`config.mk`:
```
export PLATFORM = sky130hd
export DESIGN_NAME = mul_add_rotate_word_hash_core
export DESIGN_NICKNAME = d
export VERILOG_FILES = /design/src/rtl/core/marwh_pkg.sv /design/src/rtl/core/mul_add_rotate_word_hash_core.sv /design/src/rtl/core/marwh_round.sv /design/src/rtl/core/marwh_seq.sv
export SDC_FILE = /design/constraint.sdc
export NUM_CORES = 2
export LEC_CHECK = 0
export BUFFER_PORTS_ARGS = -buffer_cell sky130_fd_sc_hd__buf_4
export CAP_MARGIN = 20
export CORE_MARGIN = 2
export CORE_UTILIZATION = 35
export DETAILED_ROUTE_END_ITERATION = 8
export GPL_TIMING_DRIVEN = 0
export SETUP_SLACK_MARGIN = 0.2
export SYNTH_ARGS = -nofsm -noshare
export SYNTH_HDL_FRONTEND = slang
export SYNTH_SLANG_ARGS = --single-unit
```
`constraint.sdc`:
```
create_clock -name clk -period 13.25 [get_ports clk]
set_clock_uncertainty 0.1 [all_clocks]
set_input_delay 0 -clock clk [delete_from_list [all_inputs] [get_ports clk]]
set_output_delay 0 -clock clk [all_outputs]
set_load 0.1 [all_outputs]
```
`src/rtl/core/marwh_pkg.sv`:
```
`default_nettype none
package marwh_pkg;

	localparam int unsigned WORD_W       = 64;
	localparam int unsigned HALF_W       = WORD_W / 2;
	localparam int unsigned ROT_W        = 6;
	localparam int unsigned FINAL_ROUNDS = 16;
	localparam int unsigned CNT_W        = $clog2(FINAL_ROUNDS + 2);
	localparam int unsigned REG_IDX_W    = 2;

	localparam logic [REG_IDX_W-1:0] REG_MULTIPLIER   = 2'd0;
	localparam logic [REG_IDX_W-1:0] REG_ADDEND       = 2'd1;
	localparam logic [REG_IDX_W-1:0] REG_ROTATE_RIGHT = 2'd2;

	typedef enum logic [2:0] {
		ST_IDLE,
		ST_ADD,
		ST_MLL,
		ST_MLH,
		ST_MHL,
		ST_ROT,
		ST_FIN
	} state_t;

	typedef enum logic [2:0] {
		OP_NONE,
		OP_LOAD,
		OP_ADD,
		OP_MLL,
		OP_MLH,
		OP_MHL,
		OP_ROT
	} op_t;

	typedef struct packed {
		op_t  op;
		logic emit;
	} ctrl_t;

endpackage
`default_nettype wire

```
`src/rtl/core/mul_add_rotate_word_hash_core.sv`:
```
`default_nettype none
// Multiply-add-rotate hash over a stream of 64-bit words. Each input transaction carries a word
// in s_tdata, a has-word flag in s_tuser and an end-of-message mark in s_tlast; the digest of a
// message leaves on m_tdata after its last transaction, and the running value then restarts at
// zero. Every round runs on one shared 32x32 multiplier under a sequencer: add, three partial
// products and a rotate. A transaction with a word runs one round, an idle transaction (no word,
// not last) runs none, and a last transaction runs 16 + has_word rounds and then waits until the
// previous digest has been taken. No new transaction is accepted until the sequence is done.
// Program multiplier, addend and rotate_right only while the block is idle.
module mul_add_rotate_word_hash_core (
	input  wire logic                              clk,
	input  wire logic                              arst_n,
	input  wire logic                              s_tvalid,
	output logic                                   s_tready,
	input  wire logic [marwh_pkg::WORD_W-1:0]      s_tdata,   // [63:0] word
	input  wire logic                              s_tuser,   // [0] has_word
	input  wire logic                              s_tlast,
	output logic                                   m_tvalid,
	input  wire logic                              m_tready,
	output logic      [marwh_pkg::WORD_W-1:0]      m_tdata,   // [63:0] digest
	input  wire logic                              wr_en,
	input  wire logic [marwh_pkg::REG_IDX_W-1:0]   wr_index,
	input  wire logic [marwh_pkg::WORD_W-1:0]      wr_data
);

	logic [marwh_pkg::WORD_W-1:0] multiplier_q;
	logic [marwh_pkg::WORD_W-1:0] addend_q;
	logic [marwh_pkg::ROT_W-1:0]  rotate_right_q;
	logic [marwh_pkg::WORD_W-1:0] digest_q;
	logic [marwh_pkg::WORD_W-1:0] value;
	logic                         m_tvalid_q;
	logic                         out_busy;
	marwh_pkg::ctrl_t             ctrl;

	assign out_busy = m_tvalid_q && !m_tready;

	always_ff @(posedge clk or negedge arst_n) begin
		if (!arst_n) begin
			multiplier_q   <= '0;
			addend_q       <= '0;
			rotate_right_q <= '0;
		end else if (wr_en) begin
			unique case (wr_index)
				marwh_pkg::REG_MULTIPLIER:   multiplier_q   <= wr_data;
				marwh_pkg::REG_ADDEND:       addend_q       <= wr_data;
				marwh_pkg::REG_ROTATE_RIGHT: rotate_right_q <= wr_data[marwh_pkg::ROT_W-1:0];
				default: begin
				end
			endcase
		end
	end

	marwh_seq u_seq (
		.clk      (clk),
		.arst_n   (arst_n),
		.s_tvalid (s_tvalid),
		.has_word (s_tuser),
		.last     (s_tlast),
		.out_busy (out_busy),
		.s_tready (s_tready),
		.ctrl     (ctrl)
	);

	marwh_round u_round (
		.clk          (clk),
		.arst_n       (arst_n),
		.ctrl         (ctrl),
		.word         (s_tdata),
		.multiplier   (multiplier_q),
		.addend       (addend_q),
		.rotate_right (rotate_right_q),
		.value        (value)
	);

	always_ff @(posedge clk or negedge arst_n) begin
		if (!arst_n) begin
			m_tvalid_q <= 1'b0;
		end else if (ctrl.emit) begin
			m_tvalid_q <= 1'b1;
		end else if (m_tready) begin
			m_tvalid_q <= 1'b0;
		end
	end

	always_ff @(posedge clk) begin
		if (ctrl.emit) begin
			digest_q <= value;
		end
	end

	assign m_tvalid = m_tvalid_q;
	assign m_tdata  = digest_q;

endmodule
`default_nettype wire

```
`src/rtl/core/marwh_round.sv`:
```
`default_nettype none
module marwh_round (
	input  wire logic                          clk,
	input  wire logic                          arst_n,
	input  wire marwh_pkg::ctrl_t              ctrl,
	input  wire logic [marwh_pkg::WORD_W-1:0]  word,
	input  wire logic [marwh_pkg::WORD_W-1:0]  multiplier,
	input  wire logic [marwh_pkg::WORD_W-1:0]  addend,
	input  wire logic [marwh_pkg::ROT_W-1:0]   rotate_right,
	output logic      [marwh_pkg::WORD_W-1:0]  value
);

	logic [marwh_pkg::WORD_W-1:0]   v_q;
	logic [marwh_pkg::WORD_W-1:0]   sum_q;
	logic [marwh_pkg::WORD_W-1:0]   acc_q;
	logic [marwh_pkg::HALF_W-1:0]   mul_a;
	logic [marwh_pkg::HALF_W-1:0]   mul_b;
	logic [marwh_pkg::WORD_W-1:0]   prod;
	logic [2*marwh_pkg::WORD_W-1:0] rot_wide;

	always_comb begin
		mul_a = (ctrl.op == marwh_pkg::OP_MHL) ? sum_q[marwh_pkg::WORD_W-1:marwh_pkg::HALF_W]
		                                       : sum_q[marwh_pkg::HALF_W-1:0];
		mul_b = (ctrl.op == marwh_pkg::OP_MLH) ? multiplier[marwh_pkg::WORD_W-1:marwh_pkg::HALF_W]
		                                       : multiplier[marwh_pkg::HALF_W-1:0];
		prod  = {{marwh_pkg::HALF_W{1'b0}}, mul_a} * {{marwh_pkg::HALF_W{1'b0}}, mul_b};
	end

	assign rot_wide = {acc_q, acc_q} >> rotate_right;

	always_ff @(posedge clk or negedge arst_n) begin
		if (!arst_n) begin
			v_q <= '0;
		end else if (ctrl.emit) begin
			v_q <= '0;
		end else if (ctrl.op == marwh_pkg::OP_LOAD) begin
			v_q <= v_q ^ word;
		end else if (ctrl.op == marwh_pkg::OP_ROT) begin
			v_q <= rot_wide[marwh_pkg::WORD_W-1:0];
		end
	end

	always_ff @(posedge clk) begin
		unique case (ctrl.op)
			marwh_pkg::OP_ADD: begin
				sum_q <= v_q + addend;
			end
			marwh_pkg::OP_MLL: begin
				acc_q <= prod;
			end
			marwh_pkg::OP_MLH, marwh_pkg::OP_MHL: begin
				acc_q[marwh_pkg::WORD_W-1:marwh_pkg::HALF_W] <=
					acc_q[marwh_pkg::WORD_W-1:marwh_pkg::HALF_W] + prod[marwh_pkg::HALF_W-1:0];
			end
			default: begin
			end
		endcase
	end

	assign value = v_q;

endmodule
`default_nettype wire

```
`src/rtl/core/marwh_seq.sv`:
```
`default_nettype none
module marwh_seq (
	input  wire logic             clk,
	input  wire logic             arst_n,
	input  wire logic             s_tvalid,
	input  wire logic             has_word,
	input  wire logic             last,
	input  wire logic             out_busy,
	output logic                  s_tready,
	output marwh_pkg::ctrl_t      ctrl
);

	marwh_pkg::state_t            state_q;
	marwh_pkg::state_t            state_d;
	logic [marwh_pkg::CNT_W-1:0]  cnt_q;
	logic [marwh_pkg::CNT_W-1:0]  cnt_init;
	logic                         last_q;
	logic                         accept;

	assign accept   = s_tvalid && s_tready;
	assign cnt_init = marwh_pkg::CNT_W'(has_word)
	                + (last ? marwh_pkg::CNT_W'(marwh_pkg::FINAL_ROUNDS) : '0);

	always_comb begin
		state_d = state_q;
		unique case (state_q)
			marwh_pkg::ST_IDLE: begin
				if (s_tvalid) begin
					if (cnt_init != '0) begin
						state_d = marwh_pkg::ST_ADD;
					end else if (last) begin
						state_d = marwh_pkg::ST_FIN;
					end
				end
			end
			marwh_pkg::ST_ADD: state_d = marwh_pkg::ST_MLL;
			marwh_pkg::ST_MLL: state_d = marwh_pkg::ST_MLH;
			marwh_pkg::ST_MLH: state_d = marwh_pkg::ST_MHL;
			marwh_pkg::ST_MHL: state_d = marwh_pkg::ST_ROT;
			marwh_pkg::ST_ROT: begin
				if (cnt_q != marwh_pkg::CNT_W'(1)) begin
					state_d = marwh_pkg::ST_ADD;
				end else if (last_q) begin
					state_d = marwh_pkg::ST_FIN;
				end else begin
					state_d = marwh_pkg::ST_IDLE;
				end
			end
			marwh_pkg::ST_FIN: begin
				if (!out_busy) begin
					state_d = marwh_pkg::ST_IDLE;
				end
			end
			default: state_d = marwh_pkg::ST_IDLE;
		endcase
	end

	always_comb begin
		s_tready  = 1'b0;
		ctrl.op   = marwh_pkg::OP_NONE;
		ctrl.emit = 1'b0;
		unique case (state_q)
			marwh_pkg::ST_IDLE: begin
				s_tready = 1'b1;
				if (s_tvalid && has_word) begin
					ctrl.op = marwh_pkg::OP_LOAD;
				end
			end
			marwh_pkg::ST_ADD: ctrl.op = marwh_pkg::OP_ADD;
			marwh_pkg::ST_MLL: ctrl.op = marwh_pkg::OP_MLL;
			marwh_pkg::ST_MLH: ctrl.op = marwh_pkg::OP_MLH;
			marwh_pkg::ST_MHL: ctrl.op = marwh_pkg::OP_MHL;
			marwh_pkg::ST_ROT: ctrl.op = marwh_pkg::OP_ROT;
			marwh_pkg::ST_FIN: ctrl.emit = !out_busy;
			default: begin
			end
		endcase
	end

	always_ff @(posedge clk or negedge arst_n) begin
		if (!arst_n) begin
			state_q <= marwh_pkg::ST_IDLE;
			cnt_q   <= '0;
			last_q  <= 1'b0;
		end else begin
			state_q <= state_d;
			if (accept) begin
				cnt_q  <= cnt_init;
				last_q <= last;
			end else if (state_q == marwh_pkg::ST_ROT) begin
				cnt_q <= cnt_q - marwh_pkg::CNT_W'(1);
			end
		end
	end

`ifndef SYNTHESIS
	a_emit_not_busy: assert property (@(posedge clk) disable iff (!arst_n)
		ctrl.emit |-> !out_busy)
		else $error("digest emitted while output register still held");

	a_fin_release: assert property (@(posedge clk) disable iff (!arst_n)
		(state_q == marwh_pkg::ST_FIN && !out_busy) |=> state_q == marwh_pkg::ST_IDLE)
		else $error("finish state not released after emit");

	a_add_has_work: assert property (@(posedge clk) disable iff (!arst_n)
		(state_q == marwh_pkg::ST_ADD) |-> cnt_q != '0)
		else $error("round started with no rounds pending");

	a_word_only_done: assert property (@(posedge clk) disable iff (!arst_n)
		(state_q == marwh_pkg::ST_ROT && cnt_q == marwh_pkg::CNT_W'(1) && !last_q)
		|=> state_q == marwh_pkg::ST_IDLE)
		else $error("non-final transaction did not return to idle");
`endif

endmodule
`default_nettype wire
```
==> metrics.yaml <==
logic_synthesis:
  synth_top_family_by_area: "adder cells"
  async_reset_ff_share_pct: 52.0
  synth_ff_type: "dfrtp_1"
  synth.top_cell.area_share_pct: 31.3
  yosys.area_share.simple_pct: 11.5
  synthXorXnorAreaFrac_pct: 2.35
  synth-seq-cells: 400
  synth-edff-count: 192
  synthMuxAreaShare_pct: 11.2
  synth-seq-area-share_pct: 19.1
  synthTopCellsByArea: "fa_1 31%, edfxtp_1 10%, dfrtp_1 9.1%"
  synth_compound_area_share_pct: 8.48
  synth_area_um2: 57400
  yosysTopAreaCell: "fa_1"
  yosysWarnings: 0
  syn_nets: 7301
  syn_inst: 5906
  synth_cell_types: 78
  synth_fa_ha_area_share_pct: 39.2
  avgSynthCellArea_um2: 9.72
placed_design:
  hpwl_um: 202000
  gp_congestion: 1.02
  portBuffers: 202
  place_area_um2: 62300
die:
  fp.dieW_um: 409
  row_count: 148
  io_pins: 203
  die_y_um: 409
  start_util_pct: 35.3
  die_area_um2: 167000
  core_um2: 163000
final_layout:
  drive_above_1_share_pct: 11.8
  fin_util_pct: 40.1
  final_nets: 7739
  fillerInstances: 15962
  multi_input_area_um2: 41900
  seqCellArea_um2: 11000
  area_delta_synth_final_pct: 13.7
  fin_area_um2: 65300
grt:
  grt_start_max_net_pins: 111
  overflow: 0
  grt_pass1_wl_um: 344000
  track_usage_pct: 28.4
  antenna_found_initial: 18
  grt_pass1_vias: 48366
sta:
  setup_violations: 0
  fmax_mhz: 78.4
  slew_headroom_pct: 19.1
  period_share_pct: 96.2
  fin_crit_ns: 12.75
  worst_pin_slew_ns: 1.21
  final_hold_viol_count: 0
  grt_setup_unrepaired: "no"
  drv_slew: 0
setup_path:
  reg2reg_slack_ns: 0.50
  reg2regPathDepth: 38
  end_kind: "register"
  crit_path_max_incr_delay_ns: 0.99
  critPathRequiredTime_ns: 13.51
  critPathSlowestCell: "mux2i_1"
  rr_startpoint: "u_seq.state_q[2]"
  path_common_cell: "fa_1"
  critical_path_arrival_ns: 13.01
  crit_fanout: 10
  r2r_end: "u_round.acc_q[63]"
  worstSetupStartpointType: "register"
  worstSetupPathType: "reg2reg"
clocking:
  clkLatencyLatePin_ns: 0.63
  cts_sinks: 400
  cts_buffers: 44
  cts_htree_levels: 2
  path_clk_slew_ns: 0.06
  cts_tree: "yes"
  root_buffer: "clkbuf_16"
  clock_path_buffers: 3
routing:
  firstDrtPassIters: 6
  vias_per_cell: 5.58
  drt_iter0_markers: 4944
  vias: 47801
  wl_per_cell_um: 27.8
  postRouteAntennaNets: 0
  drc: 0
  drt_wl_total_um: 239000
worst_hold_path:
  min_from: "wr_data[40]"
  min_path_cells: 3
  min_to: "addend_q[40]"
  hp-class: "in2reg"
status:
  status: "finished clean"
run:
  max_cap_violations: 0
==> how the worst max path moves through the flow <==
stage / endpoint / startpoint
final: u_round.acc_q[63] / u_seq.state_q[2]
after global routing: u_round.acc_q[63] / u_seq.state_q[2]
after CTS: u_round.acc_q[62] / u_seq.state_q[2]
after detailed placement: u_round.acc_q[62] / u_seq.state_q[2]
after global placement: u_round.acc_q[62] / u_seq.state_q[2]
after floorplan: u_round.acc_q[63] / u_seq.state_q[2]
==> synth_stat cells (all sizes together) (57+ instances only) <==
cell type	instances
mux2	229
xnor2	95
mux2i	98
nand2	875
ha	360
o21ai	243
mux4	128
a21o	104
clkbuf	290
a21oi	182
o221ai	64
fa	898
xor2	57
edfxtp	192
dfrtp	208
nor2	565
inv	922
==> layer usage <==
metal	wire length (um)	GRT usage (%)
met1	94300	37.3
met2	106000	44.0
met3	23500	6.63
met4	14200	14.0
met5	88	0.172
==> per-stage QoR <==
| stage | setup slack (ns) | TNS, ns | hold slack [ns] | std cells |
|---|---|---|---|---|
| after detailed placement | 0.0134 | 0 | 0.0658 | 8331 |
| after floorplan | 2.91 | 0 | -0.396 | 5906 |
| final | 0.499 | 0 | 0.0687 | 8568 |
| after CTS | 0.201 | 0 | 0.0477 | 8555 |
| after global placement | -0.541 | -1.35 | 0.153 | 8283 |
| after global routing | 0.212 | 0 | 0.0659 | 8560 |
==> area by class of cell <==
cell class | count | area share (%)
clock inverter | 24 | 0.362
antenna | 13 | 0.0498
inverter | 923 | 5.31
multi-input combinational | 4260 | 64.1
buffer | 321 | 1.92
clock buffer | 58 | 1.90
sequential | 400 | 16.8
tap | 2175 | 4.17
timing repair buffer | 394 | 5.36
==> state kept, by name, indices dropped and copies added (netlist names) <==
signal	count
addend_q	64
m_tdata	64
m_tvalid	1
multiplier_q	64
rotate_right_q	6
u_round.acc_q	64
u_round.sum_q	64
u_round.value	64
u_seq.cnt_q	5
u_seq.last_q	1
u_seq.state_q	3
==> layout by cell type (no fill, tap or decap), types with 208 or more instances in the layout <==
master and count:
buf_4 220, fa_1 898, nand2_1 873, mux2_2 229, o21ai_0 231, ha_1 360, clkbuf_1 277, inv_1 922
nor2_1 562, dfrtp_1 208
==> timing repair <==
item / in CTS / in global routing
hold endpoints to repair: 320 / 0
setup buffers: 0 / 0
setup endpoints to repair: 3 / 8
hold buffers: 142 / 0
gates resized for setup: 7 / 43
==> cell families after synthesis <==
group,count (synthesis)
AOI/OAI and AO/OA,758
xor gates and xnor gates,152
and+or+nand+nor,1637
adders and majority gates,1258
DFF,400
muxes,455
buffers and inverters,1246
==> critical path: cells and delay by family, from the launching register on <==
family,cells,cell delay (ns)
fa+ha+maj,10,4.51
buf+inv,10,2.76
compound gates,9,2.02
mux,2,1.25
simple gates,5,0.72
xor+xnor,2,0.69
flops,1,0.39
Power is left out: the tool's default activity adds up to more than one toggle a clock period on the data nets, which glitch-free logic cannot reach.
